## src/rtl/fifp_pkg.sv

```systemverilog
// ----------------------------------------------------------------------------
// fifp_pkg
// Shared types, constants and microcode for the fern point generator.
// ----------------------------------------------------------------------------
package fifp_pkg;

   localparam int COORD_W    = 24;
   localparam int COEF_W     = 17;
   localparam int COEF_FRAC  = 16;
   localparam int SCALE_FRAC = 12;
   localparam int MUL_W      = 25;
   localparam int PROD_W     = 2 * MUL_W;
   localparam int ACC_W      = 44;
   localparam int SUM_W      = ACC_W - COEF_FRAC + 1;
   localparam int CSR_W      = 24;
   localparam int CSR_IDX_W  = 3;
   localparam int DIM_REG_W  = 13;
   localparam int K_W        = 2;
   localparam int SHADE_W    = 6;
   localparam int STEP_W     = 4;

   typedef logic [STEP_W-1:0] step_type;
   localparam step_type LAST_STEP = step_type'(10);

   // affine coefficients, 16 fractional bits
   localparam logic signed [COEF_W-1:0] COEF_A [4] = '{17'sd0, 17'sd12911, -17'sd12648, 17'sd55640};
   localparam logic signed [COEF_W-1:0] COEF_B [4] = '{17'sd0, -17'sd14811, 17'sd18547, 17'sd2425};
   localparam logic signed [COEF_W-1:0] COEF_C [4] = '{17'sd0, 17'sd14811, 17'sd15073, -17'sd2425};
   localparam logic signed [COEF_W-1:0] COEF_D [4] = '{17'sd10486, 17'sd12911, 17'sd15598, 17'sd55640};

   typedef enum logic [CSR_IDX_W-1:0] {
      CSR_X_ORIGIN,
      CSR_Y_TOP,
      CSR_X_SCALE,
      CSR_Y_SCALE,
      CSR_IMAGE_WIDTH,
      CSR_IMAGE_HEIGHT
   } csr_index_type;

   typedef struct packed {
      logic signed [COORD_W-1:0] x_origin;
      logic signed [COORD_W-1:0] y_top;
      logic [CSR_W-1:0]          x_scale;
      logic [CSR_W-1:0]          y_scale;
      logic [DIM_REG_W-1:0]      image_width;
      logic [DIM_REG_W-1:0]      image_height;
   } csr_regs_type;

   typedef enum logic [2:0] {MUL_AX, MUL_BY, MUL_CX, MUL_DY, MUL_SX, MUL_SY} mul_sel_type;
   typedef enum logic [1:0] {ACC_HOLD, ACC_LOAD, ACC_ADD} acc_op_type;
   typedef enum logic [1:0] {DIFF_HOLD, DIFF_X, DIFF_Y} diff_op_type;
   typedef enum logic [1:0] {JC_NEXT, JC_REQ, JC_OUT} jump_cond_type;

   typedef struct packed {
      logic          accept;
      mul_sel_type   mul_sel;
      acc_op_type    acc_op;
      logic          wr_px;
      logic          wr_py;
      diff_op_type   diff_op;
      logic          wr_col;
      logic          wr_row;
      logic          deliver;
      jump_cond_type jump_cond;
      step_type      jump_to;
   } ctrl_word_type;

   // one control word per step; a single multiplier is shared throughout
   function automatic ctrl_word_type ucode_rom(input step_type s);
      ctrl_word_type w;
      w = '0;
      w.mul_sel   = MUL_AX;
      w.acc_op    = ACC_HOLD;
      w.diff_op   = DIFF_HOLD;
      w.jump_cond = JC_NEXT;
      case (s)
         4'd0: begin
            w.accept    = 1'b1;
            w.jump_cond = JC_REQ;
         end
         4'd1: w.mul_sel = MUL_AX;
         4'd2: begin
            w.acc_op  = ACC_LOAD;
            w.mul_sel = MUL_BY;
         end
         4'd3: begin
            w.acc_op  = ACC_ADD;
            w.mul_sel = MUL_CX;
         end
         4'd4: begin
            w.wr_px   = 1'b1;
            w.acc_op  = ACC_LOAD;
            w.mul_sel = MUL_DY;
         end
         4'd5: begin
            w.acc_op  = ACC_ADD;
            w.diff_op = DIFF_X;
         end
         4'd6: begin
            w.wr_py   = 1'b1;
            w.mul_sel = MUL_SX;
         end
         4'd7: begin
            w.diff_op = DIFF_Y;
            w.wr_col  = 1'b1;
         end
         4'd8: w.mul_sel = MUL_SY;
         4'd9: w.wr_row = 1'b1;
         4'd10: begin
            w.deliver   = 1'b1;
            w.jump_cond = JC_OUT;
            w.jump_to   = '0;
         end
         default: begin
            w.jump_cond = JC_OUT;
            w.jump_to   = '0;
         end
      endcase
      return w;
   endfunction

   function automatic logic [SHADE_W-1:0] shade_of(input logic [K_W-1:0] k);
      logic [SHADE_W-1:0] v;
      case (k)
         2'd0:    v = 6'd0;
         2'd1:    v = 6'd20;
         2'd2:    v = 6'd40;
         default: v = 6'd60;
      endcase
      return v;
   endfunction

endpackage

```

## src/rtl/fifp_sequencer.sv

```systemverilog
// ----------------------------------------------------------------------------
// fifp_sequencer
// Step counter and microcode table; issues one control word per cycle.
// ----------------------------------------------------------------------------
module fifp_sequencer
   import fifp_pkg::*;
(
   input  logic          clock,
   input  logic          reset,
   input  logic          req_valid,
   input  logic          out_free,
   output ctrl_word_type ctrl
);

   step_type step_ff;
   step_type step_in;

   assign ctrl = ucode_rom(step_ff);

   always_comb begin
      step_in = step_ff + step_type'(1);
      case (ctrl.jump_cond)
         JC_REQ: begin
            if (!req_valid) step_in = step_ff;
         end
         JC_OUT: begin
            step_in = out_free ? ctrl.jump_to : step_ff;
         end
         default: ;
      endcase
   end

   always_ff @(posedge clock) begin
      if (reset) begin
         step_ff <= '0;
      end else begin
         step_ff <= step_in;
      end
   end

`ifndef SYNTHESIS
   a_step_bound: assert property (@(posedge clock) disable iff (reset)
      step_ff <= LAST_STEP) else $error("step counter past end of program");
   a_leave_idle: assert property (@(posedge clock) disable iff (reset)
      ctrl.accept && req_valid |=> !ctrl.accept) else $error("sequencer stayed idle after accept");
   a_return_idle: assert property (@(posedge clock) disable iff (reset)
      ctrl.deliver && out_free |=> ctrl.accept) else $error("sequencer did not return to idle");
`endif

endmodule

```

## src/rtl/fifp_datapath.sv

```systemverilog
// ----------------------------------------------------------------------------
// fifp_datapath
// Shared multiplier, accumulator, point registers and pixel mapping.
// ----------------------------------------------------------------------------
module fifp_datapath
   import fifp_pkg::*;
#(
   parameter int COORD_FRAC_BITS = 16,
   parameter int RANDOM_BITS     = 16,
   parameter int DIM_BITS        = 12
) (
   input  logic                   clock,
   input  logic                   reset,
   input  ctrl_word_type          ctrl,
   input  logic                   req_valid,
   input  logic [RANDOM_BITS-1:0] random_fraction,
   input  csr_regs_type           csr,
   output logic [DIM_BITS-1:0]    pixel_column,
   output logic [DIM_BITS-1:0]    pixel_row,
   output logic [K_W-1:0]         index,
   output logic                   in_range
);

   localparam longint unsigned TH_LO_L  = ((64'd1 << RANDOM_BITS) + 64'd50) / 64'd100;
   localparam longint unsigned TH_MID_L = ((64'd8 << RANDOM_BITS) + 64'd50) / 64'd100;
   localparam longint unsigned TH_HI_L  = ((64'd15 << RANDOM_BITS) + 64'd50) / 64'd100;
   localparam logic [RANDOM_BITS-1:0] TH_LO  = RANDOM_BITS'(TH_LO_L);
   localparam logic [RANDOM_BITS-1:0] TH_MID = RANDOM_BITS'(TH_MID_L);
   localparam logic [RANDOM_BITS-1:0] TH_HI  = RANDOM_BITS'(TH_HI_L);

   localparam longint OFF_160_L = ((longint'(160) << COORD_FRAC_BITS) + 500) / 1000;
   localparam longint OFF_44_L  = ((longint'(44) << COORD_FRAC_BITS) + 500) / 1000;
   localparam logic signed [COORD_W-1:0] OFF_160 = COORD_W'(OFF_160_L);
   localparam logic signed [COORD_W-1:0] OFF_44  = COORD_W'(OFF_44_L);

   localparam logic signed [ACC_W-1:0] HALF = ACC_W'(longint'(1) << (COEF_FRAC - 1));
   localparam logic signed [SUM_W-1:0] SAT_MAX = SUM_W'((longint'(1) << (COORD_W - 1)) - 1);
   localparam logic signed [SUM_W-1:0] SAT_MIN = SUM_W'(-(longint'(1) << (COORD_W - 1)));

   localparam int PIX_SHIFT = SCALE_FRAC + COORD_FRAC_BITS;
   localparam int PIX_W     = PROD_W - PIX_SHIFT;
   localparam int PX_W      = (PIX_W > DIM_BITS + 1) ? PIX_W : DIM_BITS + 2;
   localparam logic signed [PX_W-1:0] PX_MAX = PX_W'((longint'(1) << DIM_BITS) - 1);

   logic [K_W-1:0]              k_ff;
   logic [K_W-1:0]              k_in;
   logic signed [COORD_W-1:0]   point_x_ff;
   logic signed [COORD_W-1:0]   point_y_ff;
   logic signed [MUL_W-1:0]     op_a;
   logic signed [MUL_W-1:0]     op_b;
   logic signed [PROD_W-1:0]    prod_ff;
   logic signed [ACC_W-1:0]     acc_ff;
   logic signed [MUL_W-1:0]     diff_ff;
   logic signed [COORD_W-1:0]   off;
   logic signed [COORD_W-1:0]   off_f;
   logic signed [SUM_W-1:0]     sum;
   logic signed [COORD_W-1:0]   sat;
   logic signed [PX_W-1:0]      pix;
   logic signed [PX_W-1:0]      pix_limit;
   logic [DIM_BITS-1:0]         pix_clamp;
   logic                        pix_ok;
   logic [DIM_BITS-1:0]         col_ff;
   logic [DIM_BITS-1:0]         row_ff;
   logic                        col_ok_ff;
   logic                        row_ok_ff;

   // transform pick: a tie with a threshold does not pass it
   assign k_in = {1'b0, random_fraction > TH_LO} + {1'b0, random_fraction > TH_MID}
               + {1'b0, random_fraction > TH_HI};

   always_comb begin
      case (ctrl.mul_sel)
         MUL_AX: begin
            op_a = MUL_W'(COEF_A[k_ff]);
            op_b = MUL_W'(point_x_ff);
         end
         MUL_BY: begin
            op_a = MUL_W'(COEF_B[k_ff]);
            op_b = MUL_W'(point_y_ff);
         end
         MUL_CX: begin
            op_a = MUL_W'(COEF_C[k_ff]);
            op_b = MUL_W'(point_x_ff);
         end
         MUL_DY: begin
            op_a = MUL_W'(COEF_D[k_ff]);
            op_b = MUL_W'(point_y_ff);
         end
         MUL_SX: begin
            op_a = $signed({1'b0, csr.x_scale});
            op_b = diff_ff;
         end
         MUL_SY: begin
            op_a = $signed({1'b0, csr.y_scale});
            op_b = diff_ff;
         end
         default: begin
            op_a = '0;
            op_b = '0;
         end
      endcase
   end

   always_comb begin
      case (k_ff)
         2'd1:    off_f = OFF_160;
         2'd2:    off_f = OFF_44;
         2'd3:    off_f = OFF_160;
         default: off_f = '0;
      endcase
      off = ctrl.wr_py ? off_f : '0;
      // acc already holds the rounding half, so the shift rounds to nearest
      sum = SUM_W'(acc_ff >>> COEF_FRAC) + SUM_W'(off);
      if (sum > SAT_MAX) begin
         sat = COORD_W'(SAT_MAX);
      end else if (sum < SAT_MIN) begin
         sat = COORD_W'(SAT_MIN);
      end else begin
         sat = COORD_W'(sum);
      end
   end

   // pixel = floor(scale * diff / 2^(12+frac)), clamped, range checked unclamped
   always_comb begin
      pix       = PX_W'(prod_ff >>> PIX_SHIFT);
      pix_limit = ctrl.wr_row ? $signed(PX_W'(csr.image_height))
                              : $signed(PX_W'(csr.image_width));
      pix_ok    = !pix[PX_W-1] && (pix < pix_limit);
      if (pix[PX_W-1]) begin
         pix_clamp = '0;
      end else if (pix > PX_MAX) begin
         pix_clamp = '1;
      end else begin
         pix_clamp = DIM_BITS'(pix);
      end
   end

   always_ff @(posedge clock) begin
      if (reset) begin
         point_x_ff <= '0;
         point_y_ff <= '0;
      end else begin
         if (ctrl.wr_px) point_x_ff <= sat;
         if (ctrl.wr_py) point_y_ff <= sat;
      end
   end

   always_ff @(posedge clock) begin
      if (ctrl.accept && req_valid) k_ff <= k_in;
      prod_ff <= op_a * op_b;
      case (ctrl.acc_op)
         ACC_LOAD: acc_ff <= ACC_W'(prod_ff) + HALF;
         ACC_ADD:  acc_ff <= acc_ff + ACC_W'(prod_ff);
         default:  ;
      endcase
      case (ctrl.diff_op)
         DIFF_X:  diff_ff <= $signed({point_x_ff[COORD_W-1], point_x_ff})
                           - $signed({csr.x_origin[COORD_W-1], csr.x_origin});
         DIFF_Y:  diff_ff <= $signed({csr.y_top[COORD_W-1], csr.y_top})
                           - $signed({point_y_ff[COORD_W-1], point_y_ff});
         default: ;
      endcase
      if (ctrl.wr_col) begin
         col_ff    <= pix_clamp;
         col_ok_ff <= pix_ok;
      end
      if (ctrl.wr_row) begin
         row_ff    <= pix_clamp;
         row_ok_ff <= pix_ok;
      end
   end

   assign pixel_column = col_ff;
   assign pixel_row    = row_ff;
   assign index        = k_ff;
   assign in_range     = col_ok_ff & row_ok_ff;

endmodule

```

## src/rtl/fern_ifs_point_generator.sv

```systemverilog
// ----------------------------------------------------------------------------
// fern_ifs_point_generator
// Chaos-game step of a four-map fern IFS, mapped to a pixel position.
// ----------------------------------------------------------------------------
// Requests are taken one at a time: a new request is accepted only after the
// previous one has passed its deliver step; the microcode program runs the
// six products of a step in series through one shared 25x25 multiplier.
// A finished response waits in the output register while the next request runs.
// Reset: synchronous; point returns to the origin, CSRs to their defaults.
// ----------------------------------------------------------------------------
module fern_ifs_point_generator
   import fifp_pkg::*;
#(
   parameter int COORD_FRAC_BITS = 16,
   parameter int RANDOM_BITS     = 16,
   parameter int DIM_BITS        = 12
) (
   input  logic                   clock,
   input  logic                   reset,
   input  logic                   req_valid,
   output logic                   req_ready,
   input  logic [RANDOM_BITS-1:0] req_random_fraction,
   output logic                   rsp_valid,
   input  logic                   rsp_ready,
   output logic [DIM_BITS-1:0]    rsp_pixel_column,
   output logic [DIM_BITS-1:0]    rsp_pixel_row,
   output logic [SHADE_W-1:0]     rsp_shade,
   output logic                   rsp_in_range,
   input  logic                   csr_wr_en,
   input  logic [CSR_IDX_W-1:0]   csr_index,
   input  logic [CSR_W-1:0]       csr_wdata
);

   csr_regs_type        csr_ff;
   ctrl_word_type       ctrl;
   logic                out_free;
   logic [DIM_BITS-1:0] dp_column;
   logic [DIM_BITS-1:0] dp_row;
   logic [K_W-1:0]      dp_index;
   logic                dp_in_range;
   logic                rsp_valid_ff;
   logic [DIM_BITS-1:0] rsp_column_ff;
   logic [DIM_BITS-1:0] rsp_row_ff;
   logic [SHADE_W-1:0]  rsp_shade_ff;
   logic                rsp_in_range_ff;

   assign out_free  = !rsp_valid_ff || rsp_ready;
   assign req_ready = ctrl.accept;

   always_ff @(posedge clock) begin
      if (reset) begin
         csr_ff.x_origin     <= COORD_W'(-262144);
         csr_ff.y_top        <= COORD_W'(65536);
         csr_ff.x_scale      <= CSR_W'(524288);
         csr_ff.y_scale      <= CSR_W'(524288);
         csr_ff.image_width  <= DIM_REG_W'(256);
         csr_ff.image_height <= DIM_REG_W'(256);
      end else if (csr_wr_en) begin
         case (csr_index)
            CSR_X_ORIGIN:     csr_ff.x_origin     <= csr_wdata;
            CSR_Y_TOP:        csr_ff.y_top        <= csr_wdata;
            CSR_X_SCALE:      csr_ff.x_scale      <= csr_wdata;
            CSR_Y_SCALE:      csr_ff.y_scale      <= csr_wdata;
            CSR_IMAGE_WIDTH:  csr_ff.image_width  <= csr_wdata[DIM_REG_W-1:0];
            CSR_IMAGE_HEIGHT: csr_ff.image_height <= csr_wdata[DIM_REG_W-1:0];
            default:          ;
         endcase
      end
   end

   fifp_sequencer u_seq (
      .clock     (clock),
      .reset     (reset),
      .req_valid (req_valid),
      .out_free  (out_free),
      .ctrl      (ctrl)
   );

   fifp_datapath #(
      .COORD_FRAC_BITS (COORD_FRAC_BITS),
      .RANDOM_BITS     (RANDOM_BITS),
      .DIM_BITS        (DIM_BITS)
   ) u_dp (
      .clock           (clock),
      .reset           (reset),
      .ctrl            (ctrl),
      .req_valid       (req_valid),
      .random_fraction (req_random_fraction),
      .csr             (csr_ff),
      .pixel_column    (dp_column),
      .pixel_row       (dp_row),
      .index           (dp_index),
      .in_range        (dp_in_range)
   );

   always_ff @(posedge clock) begin
      if (reset) begin
         rsp_valid_ff <= 1'b0;
      end else if (ctrl.deliver && out_free) begin
         rsp_valid_ff <= 1'b1;
      end else if (rsp_ready) begin
         rsp_valid_ff <= 1'b0;
      end
   end

   always_ff @(posedge clock) begin
      if (ctrl.deliver && out_free) begin
         rsp_column_ff   <= dp_column;
         rsp_row_ff      <= dp_row;
         rsp_shade_ff    <= shade_of(dp_index);
         rsp_in_range_ff <= dp_in_range;
      end
   end

   assign rsp_valid        = rsp_valid_ff;
   assign rsp_pixel_column = rsp_column_ff;
   assign rsp_pixel_row    = rsp_row_ff;
   assign rsp_shade        = rsp_shade_ff;
   assign rsp_in_range     = rsp_in_range_ff;

`ifndef SYNTHESIS
   a_rsp_from_program: assert property (@(posedge clock) disable iff (reset)
      $rose(rsp_valid_ff) |-> $past(ctrl.deliver)) else $error("response without deliver step");
`endif

endmodule

```

## config.mk

```make
export PLATFORM = sky130hd
export DESIGN_NAME = fern_ifs_point_generator
export DESIGN_NICKNAME = d
export VERILOG_FILES = /design/src/rtl/fifp_pkg.sv /design/src/rtl/fifp_sequencer.sv /design/src/rtl/fifp_datapath.sv /design/src/rtl/fern_ifs_point_generator.sv
export SDC_FILE = /design/constraint.sdc
export NUM_CORES = 2
export LEC_CHECK = 0
export BUFFER_PORTS_ARGS = -buffer_cell sky130_fd_sc_hd__buf_2
export CORE_ASPECT_RATIO = 1.25
export CORE_MARGIN = 1.5
export CORE_UTILIZATION = 42
export CTS_CLUSTER_SIZE = 8
export DETAILED_ROUTE_END_ITERATION = 10
export GPL_ROUTABILITY_DRIVEN = 1
export SYNTH_ARGS = -nofsm -noshare
export SYNTH_HDL_FRONTEND = slang
export SYNTH_SLANG_ARGS = --single-unit
```

## constraint.sdc

```tcl
create_clock -name clock -period 8.5 [get_ports clock]
set_input_delay 0.85 -clock clock [delete_from_list [all_inputs] [get_ports clock]]
set_output_delay 0.85 -clock clock [all_outputs]
set_load 0.03 [all_outputs]
```

Word level (Yosys, flattened, before mapping)
Cells that the tools add are included.

cells by class
  multiplexer cells = 39
  add/sub/neg operators = 8
  $lt $le $gt $ge = 8
  reduce and logical (&&, ||, !) cells = 27
  bitwise gates (word level) = 2
  equal/unequal tests = 31
  multiply operators = 1

operator list
  kind                      count
  $pmux W25 S6              1
  $bmux W17 S2              4
  $mux W17                  8
  $pmux W44 S2              1
  $pmux W25 S3              1
  $mul A25 B25 Y50          1
  $pmux W25 S2              1
  $sub A24 B24 Y25          2
  $mux W24                  2
  $add A44 B17 Y44 const B  1
  $add A44 B44 Y44          1
  $add A28 B15 Y29          1
  $gt A29 B24 Y1 const B    1
  $lt A29 B24 Y1 const B    1
  $pmux W14 S2              1
  $mux W12                  2
  $gt A22 B13 Y1 const B    1
  $lt A22 B22 Y1            1
  $pmux W6 S3               1
  $eq A4 B3 Y1 const B      4
  $gt A16 B10 Y1 const B    1
  $gt A16 B13 Y1 const B    1
  $gt A16 B14 Y1 const B    1
  $pmux W3 S5               1
  31 further kinds          76

word-level totals
  input port bits = 48
  register bits after elaboration = 353
  output and inout port bits = 33
  word-level logic and storage cells = 138

Logic depth before layout (Yosys ltp)
  word-level depth = 8
  mapped depth = 37
  gate-level depth less buffers = 34

By module
A second synthesis with hierarchy kept.

unflattened totals
  cells, all modules = 4624
  area total of the unflattened synthesis = 42761.0 µm²

modules (own cells, without submodules)
  module                    seq. area each (µm²)  area an instance (µm²)  cells each  times used
  fifp_datapath             4874.7                36565.1                 4090        1
  fern_ifs_point_generator  3273.1                5705.5                  475         1
  fifp_sequencer            80.1                  490.5                   59          1

Least setup slack after synthesis
OpenSTA, ideal clock, no wires.

  path kind = register -> register
  from = register u_seq.step_ff[0]
  to = register u_dp.prod_ff[49]
  arrival time = 8.435 ns
  setup slack = -0.007 ns
  period minus slack after synthesis = 8.507 ns
  required time = 8.428 ns
  path buffers = 4
  setup time = 0.072 ns
  cell stages (with the launch flop) = 32
  cells stage by stage = dfxtp_1 -> inv_1 -> ha_1 -> buf_2 -> and2_1 -> clkbuf_1 -> nor2_1 -> buf_2 -> nor2_1 -> a211o_1 -> clkbuf_1 -> nor2_1 -> fa_1 -> fa_1 -> inv_1 -> fa_1 -> fa_1 -> fa_1 -> fa_1 -> fa_1 -> inv_1 -> ha_1 -> a21o_1 -> a21o_1 -> a21oi_1 -> nand2_1 -> o31ai_1 -> a31oi_1 -> a311oi_1 -> o21ai_0 -> a21oi_1 -> xnor2_1

on the way
  word-level cells in the longest chain between the ends = 6
  elaborated cells between the ends (all ways) = 18
  classes of those cells = 1 x mul; 10 x eq/ne; 3 x mux; 4 x reduce/logical

ends and longest elaborated chain
  item                                  RTL line              RTL
  from (decl)                           fifp_sequencer.sv:15  step_type step_ff;
  from (signal assigned)                fifp_sequencer.sv:37  step_ff <= step_in;
  $eq A4 B4 Y1 (tied with other cells)  fifp_pkg.sv:76        case (s)
  $pmux W3 S5 *                         fifp_pkg.sv:76
  $eq A3 B3 Y1 (tied with other cells)  fifp_datapath.sv:72   case (ctrl.mul_sel)
  $reduce_or A2 Y1 (no source line)     --
  $pmux W25 S3                          fifp_datapath.sv:72
  $mul A25 B25 Y50 *                    fifp_datapath.sv:150  prod_ff <= op_a * op_b;
  to (signal assigned)                  fifp_datapath.sv:150
  to (decl)                             fifp_datapath.sv:51   logic signed [PROD_W-1:0] prod_ff;

Mark *: on every way between the ends. The rest lies on a longest branch, timed or not.
A chain may end at the register's enable or synchronous reset.

Worst setup path in the final report
  from = register u_seq.step_ff[1]
  to = register u_dp.prod_ff[47]

The elaborated chain is that of the path after synthesis.

==> results.json <==
{
  "pin_count": 81,
  "fmax_ghz": 0.120,
  "arrival_ns": 8.78,
  "worstMarginPinSlew_ns": 1.30,
  "dp_cells": 6329,
  "setup_viol": 0,
  "io_buffers": 78,
  "synth.area.top_cells": "fa_1 32%, dfxtp_1 11%, edfxtp_1 8.9%",
  "yosys_most_used_dff": "dfxtp_1",
  "netlist_instances": 4708,
  "grt_pass1_vias": 34800,
  "die_h_um": 356,
  "min_path_type": "flop to flop",
  "yosysWarnings": 0,
  "avgSynthCellArea_um2": 8.89,
  "nNetsFinal": 6082,
  "first_pass_iters": 6,
  "path_class": "flop to flop",
  "ys_ff_latch": 349,
  "syn_area_mm2": 0.0419,
  "hpwl_um": 113000,
  "synth_edf_count": 124,
  "layout.cells.non_filler": 6445,
  "grt_pass1_wl_um": 207000,
  "gr-total-overflow": 0,
  "htree_levels": 2,
  "period_share_pct": 97.9,
  "cts_sinks": 349,
  "p_leak_nw": 23.6,
  "crit_path_max_incr_delay_ns": 0.53,
  "worstPathMaxFanout": 14,
  "status": "finished clean",
  "core.rowCount": 129,
  "clkTransAtPathRegs_ns": 0.06,
  "utilization_pct": 50.2,
  "multiInputGateArea_mm2": 0.0305,
  "drive_gt1_share_pct": 15.4,
  "tritoncts": "yes",
  "grt_usage_pct": 27.1,
  "critPathSlowestCell": "fa_1",
  "synth_top_area_share_pct": 31.7,
  "drc_errors": 0,
  "seq_area_mm2": 0.00824,
  "start_util_pct": 42.3,
  "antenna_found_initial": 3,
  "synth_most_common_cell": "inv_1",
  "nFillCells": 9416,
  "routedWlPerCell_um": 21.4,
  "finalHoldViolCount": 0,
  "die_x_um": 285,
  "drv_cap": 0,
  "p_per_area_mw_per_mm2": 214,
  "grt_start_max_net_pins": 74,
  "avgViaCountPerCell": 5.34,
  "crit_path_start_kind": "flop",
  "critPathMostFrequentCell": "fa_1",
  "place_worst_setup_slack_ns": -0.384,
  "clockBufferDepth": 3,
  "yosysUniqueCellTypes": 87,
  "synth_top_cell_by_area": "fa_1",
  "maxSlewViolCount": 0,
  "clock-root-buffer": "clkbuf_16",
  "die_area_mm2": 0.102,
  "clk-insertion-delay-late_ns": 0.59,
  "postRouteAntennaNets": 0,
  "routed-via-count": 34400,
  "skew_ns": 0.0285,
  "slew_headroom_pct": 13.2,
  "synthTopCellsByCount": "819 x inv_1, 740 x nand2_1, 663 x fa_1",
  "vdd_drop_max_mv": 0.169,
  "required_ns": 8.96,
  "finalPower_mw": 10.6,
  "endpoint_kind": "flop",
  "drtIter0Drc": 2449,
  "async_flop_share_pct": 0,
  "rsz0062_at_grt": "yes",
  "ys_seq_area_share_pct": 19.7,
  "setup_slack_ns": 0.180,
  "wirelength_um": 138000,
  "area_delta_synth_final_pct": 18.6,
  "core_mm2": 0.0989,
  "place_congestion": 0.993,
  "cts_inserted_buffers": 49,
  "min_period_ns": 8.32
}
logic make-up after synthesis:
kind of cell	count (synthesis)	share of synthesized area (%)
AO/OA/AOI/OAI	740	11.7
XOR/XNOR	171	3.58
adder cells (fa/ha/maj)	929	39.7
buffers and inverters	1010	9.19
flip-flops	349	19.7
multiplexers	61	1.49
other	1	0.00896
AND/OR/NAND/NOR	1447	14.7
worst max-delay path, delay by kind of cell, from the launching register on:
family,cells,cell delay [ns]
compound gates,8,1.67
xor+xnor,1,0.08
fa+ha+maj,9,3.89
buf+inv,12,1.39
flops,1,0.38
simple gates,4,0.78
flip-flops by register name, summed over array words and instances, names as in the netlist, 2 cells and up:
signal and cells:
rsp_pixel_column 12, rsp_shade 2, rsp_pixel_row 12, u_dp.acc_ff 44, u_dp.point_y_ff 24, u_dp.pixel_column 12, u_dp.index 2, u_dp.prod_ff 50
u_dp.point_x_ff 24, csr_ff 122, u_dp.diff_ff 25, u_dp.pixel_row 12, u_seq.step_ff 4
report_power, final:
group          switching, mW  leakage, nW  internal, mW
combinational           3.84         20.0          2.71
clock                  0.732        0.666          1.09
sequential             0.210         2.96          2.02
total                   4.79         23.6          5.83
placed cells by master, fill, tap and decap left out, types with 38 or more instances in the layout:
| cell type | instances |
|---|---|
| clkbuf_16 | 52 |
| buf_4 | 368 |
| fa_1 | 650 |
| and2_1 | 38 |
| o21ai_0 | 99 |
| buf_12 | 63 |
| buf_2 | 77 |
| nor2_1 | 388 |
| edfxtp_1 | 124 |
| nand2b_1 | 39 |
| xor2_1 | 56 |
| inv_1 | 804 |
| a221o_1 | 51 |
| a21oi_1 | 250 |
| nand2_1 | 730 |
| a21o_1 | 68 |
| dfxtp_1 | 221 |
| nand3_1 | 51 |
| ha_1 | 254 |
| xnor2_1 | 115 |
| mux2i_1 | 47 |
layer usage:
| metal | up-vias | track usage, % | wire length, µm |
|---|---|---|---|
| met1 | 17200 | 33.5 | 53500 |
| met3 | 322 | 3.37 | 8660 |
| met5 | - | 0 | 0 |
| met4 | 0 | 13.6 | 8360 |
| met2 | 1161 | 46.5 | 67300 |
| li1 | 15800 | - | - |
path summary, 6_finish.rpt:
check / from / end / slack [ns] / depth (start not counted)
hold / removal: u_dp.pixel_column[2] / rsp_pixel_column[2] / 0.41 / 0
hold reg to reg: u_dp.pixel_column[2] / rsp_pixel_column[2] / 0.41 / 0
setup / recovery: u_seq.step_ff[1] / u_dp.prod_ff[47] / 0.18 / 34
setup reg to reg: u_seq.step_ff[1] / u_dp.prod_ff[47] / 0.18 / 34
repair_timing:
action | 4_1_cts | 5_1_grt
endpoints found under the setup margin | 13 | 20
gates cloned | 0 | 1
hold buffers | 0 | 0
setup buffers | 2 | 32
resized for setup | 28 | 165
pin swaps | 4 | 61
area by class of cell:
cell class	count	share of cell area, %
clock buffers	79	2.78
diodes	1	0.00504
clock inverters	1	0.0176
repair buffers	535	9.54
inverters	820	6.21
well taps	1310	3.30
multi-input cells	3350	61.6
flip-flops and latches	349	16.6
through the flow:
stage | hold slack [ns] | cell area (µm²) | TNS (ns)
4_1_cts | 0.400 | 48700 | 0
2_1_floorplan | 0.400 | 41900 | 0
3_5_place_dp | 0.405 | 47200 | -2.42
3_3_place_gp | 0.400 | 47200 | -2.29
6_report | 0.405 | 49600 | 0
5_1_grt | 0.403 | 49600 | -0.147
(Power assumes the default switching activity.)
